--- config.mk ---
export PLATFORM = sky130hd
export DESIGN_NAME = midpoint_ellipse_rasterizer
export DESIGN_NICKNAME = d
export VERILOG_FILES = /design/src/sv/mer_pkg.sv /design/src/sv/midpoint_ellipse_rasterizer.sv /design/src/sv/mer_mult.sv /design/src/sv/mer_csr.sv /design/src/sv/mer_core.sv
export SDC_FILE = /design/constraint.sdc
export NUM_CORES = 2
export LEC_CHECK = 0
export ABC_AREA = 1
export BUFFER_PORTS_ARGS = -buffer_cell sky130_fd_sc_hd__buf_2
export CAP_MARGIN = 20
export CORE_MARGIN = 2
export CORE_UTILIZATION = 55
export CTS_BUF_LIST = sky130_fd_sc_hd__clkbuf_4
export DETAILED_ROUTE_END_ITERATION = 8
export PLACE_DENSITY = 0.69
export SLEW_MARGIN = 10
export SYNTH_ARGS = -nofsm -noshare
export SYNTH_HDL_FRONTEND = slang
export SYNTH_SLANG_ARGS = --single-unit
--- constraint.sdc ---
create_clock -name clock -period 7.9 [get_ports clock]
set_input_delay 1.58 -clock clock [delete_from_list [all_inputs] [get_ports clock]]
set_output_delay 1.58 -clock clock [all_outputs]
set_load 0.05 [all_outputs]
--- src/sv/mer_pkg.sv ---
// ----------------------------------------------------------------------------
// mer_pkg: shared types and constants of the midpoint ellipse rasterizer
// Coordinate widths, register map, opcodes and the point status record.
// ----------------------------------------------------------------------------
`default_nettype none

package mer_pkg;

   localparam int COORD_BITS = 10;
   localparam int PIX_BITS   = 12;
   localparam int CSR_ADDR_BITS = 3;
   localparam int CSR_DATA_BITS = 32;

   localparam logic [COORD_BITS-1:0] CENTER_RESET = 10'd300;

   // word index inside the register window (paddr[2])
   localparam logic REG_CENTER_X = 1'b0;
   localparam logic REG_CENTER_Y = 1'b1;

   localparam logic OP_START = 1'b0;
   localparam logic OP_STEP  = 1'b1;

   // point being presented by the core
   typedef struct packed {
      logic       valid;
      logic [1:0] idx;    // bit 0: mirror x, bit 1: mirror y
      logic       fin;
   } emit_type;

endpackage

`default_nettype wire

--- src/sv/midpoint_ellipse_rasterizer.sv ---
// ----------------------------------------------------------------------------
// midpoint_ellipse_rasterizer: two-region midpoint ellipse point generator
// A start item loads the radii, each step item yields the next point; every
// point leaves as four mirrored pixels about the configured center.
//
//   channel  direction  handshake               payload
//   req      in         req_valid / req_stall   op, radius_x, radius_y
//   rsp      out        rsp_valid / rsp_stall   pixel_x, pixel_y, last, done_res
//   csr      in         APB write/read          center_x (0x0), center_y (0x4)
//
// A start runs its setup (squares and 2*rx^2*ry on the shared multiplier) in
// ST_SQX..ST_CHOOSE, plus ST_R2A..ST_R2E when it lands straight in region 2.
// A step passes ST_STEPA and ST_STEPB, and ST_CHOOSE too in region 1, plus
// ST_R2A..ST_R2E on the step into region 2; each product is registered.
// Then the four mirrored pixels leave in turn, as rsp_stall allows.
// req_stall stays high from acceptance until the fourth pixel is taken.
// A step after the final group is taken and yields nothing.
// Reset is synchronous; the center returns to (300, 300).
// ----------------------------------------------------------------------------
`default_nettype none

module midpoint_ellipse_rasterizer #(
   parameter int RADIUS_BITS = 9
) (
   input  wire logic                               clock,
   input  wire logic                               reset,
   input  wire logic                               req_valid,
   output logic                                    req_stall,
   input  wire logic                               req_op,
   input  wire logic [RADIUS_BITS-1:0]             req_radius_x,
   input  wire logic [RADIUS_BITS-1:0]             req_radius_y,
   output logic                                    rsp_valid,
   input  wire logic                               rsp_stall,
   output logic signed [mer_pkg::PIX_BITS-1:0]     rsp_pixel_x,
   output logic signed [mer_pkg::PIX_BITS-1:0]     rsp_pixel_y,
   output logic                                    rsp_last,
   output logic                                    rsp_done_res,
   input  wire logic                               csr_psel,
   input  wire logic                               csr_penable,
   input  wire logic                               csr_pwrite,
   input  wire logic [mer_pkg::CSR_ADDR_BITS-1:0]  csr_paddr,
   input  wire logic [mer_pkg::CSR_DATA_BITS-1:0]  csr_pwdata,
   output logic      [mer_pkg::CSR_DATA_BITS-1:0]  csr_prdata,
   output logic                                    csr_pready
);

   import mer_pkg::*;

   logic [COORD_BITS-1:0]  center_x;
   logic [COORD_BITS-1:0]  center_y;
   emit_type               emit;
   logic [RADIUS_BITS:0]   offset_x;
   logic [RADIUS_BITS:0]   offset_y;
   logic                   rsp_take;
   logic [PIX_BITS-1:0]    cx_ext, cy_ext, ox_ext, oy_ext;

   mer_csr u_csr (
      .clock      (clock),
      .reset      (reset),
      .csr_psel   (csr_psel),
      .csr_penable(csr_penable),
      .csr_pwrite (csr_pwrite),
      .csr_paddr  (csr_paddr),
      .csr_pwdata (csr_pwdata),
      .csr_prdata (csr_prdata),
      .csr_pready (csr_pready),
      .center_x   (center_x),
      .center_y   (center_y)
   );

   mer_core #(
      .RADIUS_BITS(RADIUS_BITS)
   ) u_core (
      .clock       (clock),
      .reset       (reset),
      .req_valid   (req_valid),
      .req_op      (req_op),
      .req_radius_x(req_radius_x),
      .req_radius_y(req_radius_y),
      .req_stall   (req_stall),
      .rsp_take    (rsp_take),
      .emit        (emit),
      .offset_x    (offset_x),
      .offset_y    (offset_y)
   );

   assign rsp_take = rsp_valid & ~rsp_stall;

   // coordinates wrap to the pixel width
   assign cx_ext = PIX_BITS'(center_x);
   assign cy_ext = PIX_BITS'(center_y);
   assign ox_ext = PIX_BITS'(offset_x);
   assign oy_ext = PIX_BITS'(offset_y);

   assign rsp_valid    = emit.valid;
   assign rsp_pixel_x  = signed'(emit.idx[0] ? cx_ext - ox_ext : cx_ext + ox_ext);
   assign rsp_pixel_y  = signed'(emit.idx[1] ? cy_ext - oy_ext : cy_ext + oy_ext);
   assign rsp_last     = (emit.idx == 2'd3);
   assign rsp_done_res = emit.fin;

endmodule

`default_nettype wire

--- src/sv/mer_mult.sv ---
// ----------------------------------------------------------------------------
// mer_mult: shared unsigned multiplier
// One product per cycle, result registered.
// ----------------------------------------------------------------------------
`default_nettype none

module mer_mult #(
   parameter int A_BITS = 29,
   parameter int B_BITS = 18
) (
   input  wire logic                     clock,
   input  wire logic [A_BITS-1:0]        mul_a,
   input  wire logic [B_BITS-1:0]        mul_b,
   output logic      [A_BITS+B_BITS-1:0] prod_ff
);

   localparam int P_BITS = A_BITS + B_BITS;

   logic [P_BITS-1:0] prod_in;

   assign prod_in = P_BITS'(mul_a) * P_BITS'(mul_b);

   always_ff @(posedge clock) begin
      prod_ff <= prod_in;
   end

endmodule

`default_nettype wire

--- src/sv/mer_csr.sv ---
// ----------------------------------------------------------------------------
// mer_csr: center coordinate registers
// APB-style write and read of the ellipse center.
// ----------------------------------------------------------------------------
`default_nettype none

module mer_csr (
   input  wire logic                               clock,
   input  wire logic                               reset,
   input  wire logic                               csr_psel,
   input  wire logic                               csr_penable,
   input  wire logic                               csr_pwrite,
   input  wire logic [mer_pkg::CSR_ADDR_BITS-1:0]  csr_paddr,
   input  wire logic [mer_pkg::CSR_DATA_BITS-1:0]  csr_pwdata,
   output logic      [mer_pkg::CSR_DATA_BITS-1:0]  csr_prdata,
   output logic                                    csr_pready,
   output logic      [mer_pkg::COORD_BITS-1:0]     center_x,
   output logic      [mer_pkg::COORD_BITS-1:0]     center_y
);

   import mer_pkg::*;

   logic [COORD_BITS-1:0] cx_ff, cx_in;
   logic [COORD_BITS-1:0] cy_ff, cy_in;
   logic                  wr_en;
   logic                  reg_sel;

   assign wr_en   = csr_psel & csr_penable & csr_pwrite;
   assign reg_sel = csr_paddr[2];

   always_comb begin
      cx_in = cx_ff;
      cy_in = cy_ff;
      if (wr_en) begin
         unique case (reg_sel)
            REG_CENTER_X: cx_in = csr_pwdata[COORD_BITS-1:0];
            REG_CENTER_Y: cy_in = csr_pwdata[COORD_BITS-1:0];
            default:      cx_in = cx_ff;
         endcase
      end
   end

   always_ff @(posedge clock) begin
      if (reset) begin
         cx_ff <= CENTER_RESET;
         cy_ff <= CENTER_RESET;
      end else begin
         cx_ff <= cx_in;
         cy_ff <= cy_in;
      end
   end

   always_comb begin
      unique case (reg_sel)
         REG_CENTER_X: csr_prdata = CSR_DATA_BITS'(cx_ff);
         REG_CENTER_Y: csr_prdata = CSR_DATA_BITS'(cy_ff);
         default:      csr_prdata = '0;
      endcase
   end

   assign csr_pready = 1'b1;
   assign center_x   = cx_ff;
   assign center_y   = cy_ff;

endmodule

`default_nettype wire

--- src/sv/mer_core.sv ---
// ----------------------------------------------------------------------------
// mer_core: midpoint ellipse sequencer and datapath
// Walks region 1 and region 2 one point per step; squares and region 2
// setup products run through one shared multiplier.
// ----------------------------------------------------------------------------
`default_nettype none

module mer_core #(
   parameter int RADIUS_BITS = 9
) (
   input  wire logic                   clock,
   input  wire logic                   reset,
   input  wire logic                   req_valid,
   input  wire logic                   req_op,
   input  wire logic [RADIUS_BITS-1:0] req_radius_x,
   input  wire logic [RADIUS_BITS-1:0] req_radius_y,
   output logic                        req_stall,
   input  wire logic                   rsp_take,
   output mer_pkg::emit_type           emit,
   output logic      [RADIUS_BITS:0]   offset_x,
   output logic      [RADIUS_BITS:0]   offset_y
);

   import mer_pkg::*;

   localparam int R  = RADIUS_BITS;
   localparam int OW = R + 1;          // offsets
   localparam int QW = 2 * R;          // squared radii
   localparam int SW = 3 * R + 3;      // slope terms
   localparam int DW = 5 * R + 3;      // decision, scaled by 4
   localparam int MA = 3 * R + 2;      // multiplier operand a
   localparam int MB = 2 * R;          // multiplier operand b
   localparam int PW = MA + MB;

   typedef enum logic [13:0] {
      ST_IDLE   = 14'b00000000000001,
      ST_SQX    = 14'b00000000000010,
      ST_SQY    = 14'b00000000000100,
      ST_RXRY   = 14'b00000000001000,
      ST_INIT   = 14'b00000000010000,
      ST_CHOOSE = 14'b00000000100000,
      ST_R2A    = 14'b00000001000000,
      ST_R2B    = 14'b00000010000000,
      ST_R2C    = 14'b00000100000000,
      ST_R2D    = 14'b00001000000000,
      ST_R2E    = 14'b00010000000000,
      ST_STEPA  = 14'b00100000000000,
      ST_STEPB  = 14'b01000000000000,
      ST_EMIT   = 14'b10000000000000
   } state_type;

   typedef enum logic [1:0] {
      RGN_IDLE = 2'd0,
      RGN_ONE  = 2'd1,
      RGN_TWO  = 2'd2
   } region_type;

   state_type         state_ff, state_in;
   region_type        region_ff, region_in;
   logic [1:0]        idx_ff, idx_in;
   logic              fin_ff, fin_in;
   logic              diag_ff, diag_in;
   logic [R-1:0]      rx_ff, rx_in;
   logic [R-1:0]      ry_ff, ry_in;
   logic [QW-1:0]     rxsq_ff, rxsq_in;
   logic [QW-1:0]     rysq_ff, rysq_in;
   logic [OW-1:0]     ox_ff, ox_in;
   logic [OW-1:0]     oy_ff, oy_in;
   logic [SW-1:0]     sx_ff, sx_in;
   logic [SW-1:0]     sy_ff, sy_in;
   logic signed [DW-1:0] dec_ff, dec_in;

   logic [MA-1:0]     mul_a;
   logic [MB-1:0]     mul_b;
   logic [PW-1:0]     prod_ff;

   logic [SW-1:0]     rxsq2;
   logic [SW-1:0]     rysq2;
   logic [OW:0]       tx;
   logic [OW-1:0]     ty;
   logic signed [DW-1:0] rxsq_s, rysq_s, sx_s, sy_s, prod_s, term;
   logic              dec_neg, dec_pos;

   mer_mult #(
      .A_BITS(MA),
      .B_BITS(MB)
   ) u_mult (
      .clock  (clock),
      .mul_a  (mul_a),
      .mul_b  (mul_b),
      .prod_ff(prod_ff)
   );

   assign rxsq2   = SW'({rxsq_ff, 1'b0});
   assign rysq2   = SW'({rysq_ff, 1'b0});
   assign tx      = {ox_ff, 1'b1};
   assign ty      = oy_ff - OW'(1);
   assign rxsq_s  = signed'(DW'(rxsq_ff));
   assign rysq_s  = signed'(DW'(rysq_ff));
   assign sx_s    = signed'(DW'(sx_ff));
   assign sy_s    = signed'(DW'(sy_ff));
   assign prod_s  = signed'(DW'(prod_ff));
   assign dec_neg = dec_ff[DW-1];
   assign dec_pos = !dec_ff[DW-1] && (dec_ff != '0);

   // region 1 adds ry^2 + sx (- sy on a diagonal move);
   // region 2 adds rx^2 - sy (+ sx on a diagonal move)
   always_comb begin
      if (region_ff == RGN_ONE) begin
         term = rysq_s + sx_s - (diag_ff ? sy_s : '0);
      end else begin
         term = rxsq_s - sy_s + (diag_ff ? sx_s : '0);
      end
   end

   always_comb begin
      state_in  = state_ff;
      region_in = region_ff;
      idx_in    = idx_ff;
      fin_in    = fin_ff;
      diag_in   = diag_ff;
      rx_in     = rx_ff;
      ry_in     = ry_ff;
      rxsq_in   = rxsq_ff;
      rysq_in   = rysq_ff;
      ox_in     = ox_ff;
      oy_in     = oy_ff;
      sx_in     = sx_ff;
      sy_in     = sy_ff;
      dec_in    = dec_ff;
      mul_a     = '0;
      mul_b     = '0;

      unique case (state_ff)
         ST_IDLE: begin
            if (req_valid) begin
               if (req_op == OP_START) begin
                  rx_in    = req_radius_x;
                  ry_in    = req_radius_y;
                  state_in = ST_SQX;
               end else if (region_ff != RGN_IDLE) begin
                  state_in = ST_STEPA;
               end
            end
         end
         ST_SQX: begin
            mul_a    = MA'(rx_ff);
            mul_b    = MB'(rx_ff);
            state_in = ST_SQY;
         end
         ST_SQY: begin
            rxsq_in  = prod_ff[QW-1:0];
            mul_a    = MA'(ry_ff);
            mul_b    = MB'(ry_ff);
            state_in = ST_RXRY;
         end
         ST_RXRY: begin
            rysq_in  = prod_ff[QW-1:0];
            mul_a    = MA'(rxsq_ff);
            mul_b    = MB'(ry_ff);
            ox_in    = '0;
            oy_in    = OW'(ry_ff);
            sx_in    = '0;
            state_in = ST_INIT;
         end
         ST_INIT: begin
            // product is rx^2 * ry
            sy_in    = SW'({prod_ff[3*R-1:0], 1'b0});
            dec_in   = (rysq_s <<< 2) - (signed'(DW'(prod_ff[3*R-1:0])) <<< 2) + rxsq_s;
            state_in = ST_CHOOSE;
         end
         ST_CHOOSE: begin
            if (sx_ff < sy_ff) begin
               region_in = RGN_ONE;
               fin_in    = 1'b0;
               state_in  = ST_EMIT;
            end else if (oy_ff != '0) begin
               mul_a    = MA'(rysq_ff);
               mul_b    = MB'(tx);
               state_in = ST_R2A;
            end else begin
               region_in = RGN_IDLE;
               fin_in    = 1'b1;
               state_in  = ST_EMIT;
            end
         end
         ST_R2A: begin
            mul_a    = prod_ff[MA-1:0];
            mul_b    = MB'(tx);
            state_in = ST_R2B;
         end
         ST_R2B: begin
            dec_in   = prod_s;
            mul_a    = MA'(rxsq_ff);
            mul_b    = MB'(ty);
            state_in = ST_R2C;
         end
         ST_R2C: begin
            mul_a    = prod_ff[MA-1:0];
            mul_b    = MB'(ty);
            state_in = ST_R2D;
         end
         ST_R2D: begin
            dec_in   = dec_ff + (prod_s <<< 2);
            mul_a    = MA'(rxsq_ff);
            mul_b    = MB'(rysq_ff);
            state_in = ST_R2E;
         end
         ST_R2E: begin
            dec_in    = dec_ff - (prod_s <<< 2);
            region_in = RGN_TWO;
            fin_in    = 1'b0;
            state_in  = ST_EMIT;
         end
         ST_STEPA: begin
            if (region_ff == RGN_ONE) begin
               ox_in   = ox_ff + OW'(1);
               sx_in   = sx_ff + rysq2;
               diag_in = !dec_neg;
               if (!dec_neg) begin
                  oy_in = oy_ff - OW'(1);
                  sy_in = sy_ff - rxsq2;
               end
            end else begin
               oy_in   = oy_ff - OW'(1);
               sy_in   = sy_ff - rxsq2;
               diag_in = !dec_pos;
               if (!dec_pos) begin
                  ox_in = ox_ff + OW'(1);
                  sx_in = sx_ff + rysq2;
               end
            end
            state_in = ST_STEPB;
         end
         ST_STEPB: begin
            dec_in = dec_ff + (term <<< 2);
            if (region_ff == RGN_ONE) begin
               state_in = ST_CHOOSE;
            end else begin
               fin_in    = (oy_ff == '0);
               region_in = (oy_ff == '0) ? RGN_IDLE : RGN_TWO;
               state_in  = ST_EMIT;
            end
         end
         ST_EMIT: begin
            if (rsp_take) begin
               idx_in = idx_ff + 2'd1;
               if (idx_ff == 2'd3) begin
                  state_in = ST_IDLE;
               end
            end
         end
         default: begin
            state_in = ST_IDLE;
         end
      endcase
   end

   always_ff @(posedge clock) begin
      if (reset) begin
         state_ff  <= ST_IDLE;
         region_ff <= RGN_IDLE;
         idx_ff    <= 2'd0;
      end else begin
         state_ff  <= state_in;
         region_ff <= region_in;
         idx_ff    <= idx_in;
      end
   end

   always_ff @(posedge clock) begin
      fin_ff  <= fin_in;
      diag_ff <= diag_in;
      rx_ff   <= rx_in;
      ry_ff   <= ry_in;
      rxsq_ff <= rxsq_in;
      rysq_ff <= rysq_in;
      ox_ff   <= ox_in;
      oy_ff   <= oy_in;
      sx_ff   <= sx_in;
      sy_ff   <= sy_in;
      dec_ff  <= dec_in;
   end

   assign req_stall  = (state_ff != ST_IDLE);
   assign emit.valid = (state_ff == ST_EMIT);
   assign emit.idx   = idx_ff;
   assign emit.fin   = fin_ff;
   assign offset_x   = ox_ff;
   assign offset_y   = oy_ff;

endmodule

`default_nettype wire

==> impl_metrics.csv <==
group,metric,value,unit
clock_tree,cts_inserted_buffers,81,
finish,drive_above_1_share,13.63,%
synth,yosysSeqAreaShare,15.99,%
clock_tree,clkTransAtPathRegs,0.07,ns
global_routing,grt_pass1_wl,254.5,mm
place,dpl.cell_count,7600,
floorplan,rows,104,
status,status,"finished clean",
timing,max_freq,127.4,MHz
route,met1_length,65.84,mm
finish,final_cell_area,0.05138,mm²
route,finalWirelength,170.6,mm
clock_tree,cts.sinks,267,
route,ant_nets,0,
synth,ys_types,69,
place,place_congestion,1.062,
timing,rsz0062_at_grt,"yes",
synth,yosysWarnings,0,
global_routing,grt_max_degree,67,
place,dp_hpwl,138.9,mm
place,io_buffer_count,74,
synth,syn_inst,6169,
route,wire_per_inst,21.88,µm
power,powerDensity,99.40,mW/mm²
global_routing,antenna_found_initial,10,
power,ir_drop,0.3263,mV
worst_setup_path,arrival,8.64,ns
global_routing,grt_pass1_vias,44630,
synth,synth-seq-cells,267,
route,via_count,45170,
synth,synthFlopType,"edfxtp_1",
power,clkPwrFrac,29.1,%
clock_tree,root_buffer,"clkbuf_4",
clock_tree,clk_latency,0.94,ns
flow_run,maxCapViolCount,0,
timing,min_period,7.847,ns
route,drc,0,
global_routing,grt_usage,40.37,%
timing,fin_crit_sh,99.33,%
finish,fin_cells,7796,
synth,synth-edff-count,182,
finish,areaGrowthSynthToFinish,14.62,%
route,drt-initial-drc-count,4182,
worst_setup_path,cp-end-kind,"register",
worst_setup_path,regToRegSetupSlack,0.05,ns
timing,tightest_slew,1.159,ns
worst_setup_path,crit_type,"register to register",
worst_setup_path,crit_slowest_cell,"fa_1",
clock_tree,cts_tree,"done",
power,p_switching,0.002075,W
route,wl_met2,76.04,mm
worst_setup_path,cp_slowest_stage_delay,0.58,ns
worst_setup_path,crit_required,8.69,ns
timing,finalHoldViolations,0,
floorplan,ios,122,
power,seq_power_share,32.2,%
finish,final_nets,7572,
floorplan,dieHeight,289.5,µm
timing,setup_ws,0.05276,ns
power,p_int,0.003032,W
global_routing,gr-total-overflow,0,
timing,slew_violations,0,
synth,ys_async_sr_fraction,0,%
place,postPlaceCellArea,0.04896,mm²
place,place_ws,-0.2849,ns
worst_hold_path,hp-class,"register to register",
worst_setup_path,crit_path_start_kind,"register",
power,pwr-share-comb,38.8,%
route,dr_wl_met3,17.19,mm
synth,syn_area,0.04483,mm²
route,vias_per_cell,5.794,
floorplan,die_w,289.5,µm
synth,avgSynthCellArea,7.267,µm²
floorplan,dieArea,0.08381,mm²
timing,finalSetupViolations,0,
floorplan,start_util,55.66,%
power,leakage,25.64,nW
floorplan,core,0.08055,mm²
route,drt_pass1_iterations,6,
timing,timing.slew.headroom,22.74,%
timing,fin_hold_ws,0.5174,ns
timing,clock_skew,0.1049,ns
route,dr.max_layer_used,"met5",
worst_setup_path,worst-path-max-fanout,7,
clock_tree,cts_max_level,3,
clock_tree,clk_path_buf_depth,3,
power,p_sw_share,40.63,%
power,p_total,0.005107,W
[what timing repair did]
item / 4_1_cts / 5_1_grt
setup endpoints to repair: 11 / 22
pin swaps: 4 / 70
cloned: 0 / 6
buffers inserted: 1 / 35
gates resized for setup: 37 / 187
hold buffers: 0 / 0
[synth_stat cells, types with 13 or more instances]
cell / number / share of area, %
a21oi_1: 576 / 6.4
a21o_1: 39 / 0.65
dfxtp_1: 85 / 3.8
o21a_1: 34 / 0.57
nor4_1: 34 / 0.47
xnor2_1: 60 / 1.2
ha_1: 402 / 11
a31oi_1: 53 / 0.74
inv_2: 46 / 0.39
nand4_1: 50 / 0.70
edfxtp_1: 182 / 12
inv_1: 1104 / 9.2
a22oi_1: 19 / 0.32
fa_1: 443 / 20
o21ai_0: 340 / 3.8
o211ai_1: 21 / 0.35
nor3_1: 56 / 0.63
nand2_2: 28 / 0.39
xor2_1: 144 / 2.8
nand3b_1: 15 / 0.25
nand2_1: 1276 / 11
nor2_2: 16 / 0.22
or2_2: 28 / 0.39
nor2_4: 13 / 0.33
o21bai_1: 33 / 0.55
o221ai_1: 26 / 0.51
buf_2: 42 / 0.47
nand3_1: 266 / 3.0
a21boi_0: 15 / 0.25
nor2_1: 505 / 4.2
clkbuf_1: 63 / 0.53
buf_4: 29 / 0.49
[sequential cells by signal, summed over array words and instances, names as in the netlist]
signal / count
u_core.rysq_ff: 18
u_core.sx_ff: 29
u_core.sy_ff: 29
u_core.state_ff: 14
u_core.fin_ff: 1
u_core.dec_ff: 48
u_core.region_ff: 2
u_csr.center_x: 10
u_core.u_mult.prod_ff: 47
u_core.ry_ff: 9
u_core.rxsq_ff: 18
u_csr.center_y: 10
u_core.idx_ff: 2
u_core.offset_x: 10
u_core.offset_y: 10
u_core.diag_ff: 1
u_core.rx_ff: 9
[metrics by stage]
stage | setup TNS [ns] | util (%)
after floorplan | 0 | -
after global placement | -0.6039 | 60.78
after detailed placement | -0.5736 | 60.79
after CTS | 0 | 62.30
after global routing | -0.9806 | 63.78
final | 0 | 63.79
[final timing paths]
path	startpoint	cells after the start	end
worst max-delay path	u_core.sy_ff[27]	39	u_core.u_mult.prod_ff[39]
worst min-delay path	u_csr.center_y[0]	2	u_csr.center_y[0]
worst max register to register	u_core.sy_ff[27]	39	u_core.u_mult.prod_ff[39]
worst min register to register	u_csr.center_y[0]	2	u_csr.center_y[0]
[cell type report]
type                    count  area [µm²]
flip-flops and latches    267        7167
fillers                  7500       29170
clock buffers             102       765.7
clock inverters            43       295.3
diodes                      8       20.02
well taps                1060        1326
repair inverters            1       8.758
inverters                1158        4382
repair buffers            454        3582
multi-input cells        4703       33840
[metal layers]
layer	up-vias	track usage [%]
met1	21380	49.85
met3	589	9.451
met4	10	24.10
li1	20890	-
met5	-	0
met2	2299	64.46
[critical path: cells and delay by family (launching register included)]
| kind | cells | cell delay [ns] |
|---|---|---|
| compound gates | 6 | 0.87 |
| fa+ha+maj | 8 | 3.67 |
| buf+inv | 13 | 1.39 |
| flops | 1 | 0.41 |
| simple gates | 12 | 1.39 |
[placed cells by master (no fill, tap or decap), types with 102 or more instances in the layout]
cell,n
a21oi_1,542
buf_4,343
clkbuf_4,102
edfxtp_1,182
fa_1,425
ha_1,381
inv_1,1077
nand2_1,1250
nand3_1,257
nor2_1,496
o21ai_0,329
xor2_1,144
[kinds of logic (layout without fill, tap and decap cells)]
logic type,after synthesis,count (layout),share of synthesized area [%]
buffers and inverters,1299,1758,11.27
muxes,2,2,0.04466
adders and majority gates,845,845,31.00
AOI/OAI and AO/OA,1224,1224,15.46
xor gates and xnor gates,207,207,4.094
other,2,108,0.01675
DFF,267,267,15.99
and+or+nand+nor,2323,2325,22.12
[power groups by stage]
stage / clock network (W) / registers (W) / logic, W
5_1_grt: 0.00156 / 0.00165 / 0.00224
4_1_cts: 0.00149 / 0.00164 / 0.00182
3_3_place_gp: 0 / 0.00167 / 0.00179
6_report: 0.00148 / 0.00164 / 0.00198
3_5_place_dp: 0 / 0.00167 / 0.00181
2_1_floorplan: 0 / 0.00164 / 0.00144
(Power assumes the default switching activity.)
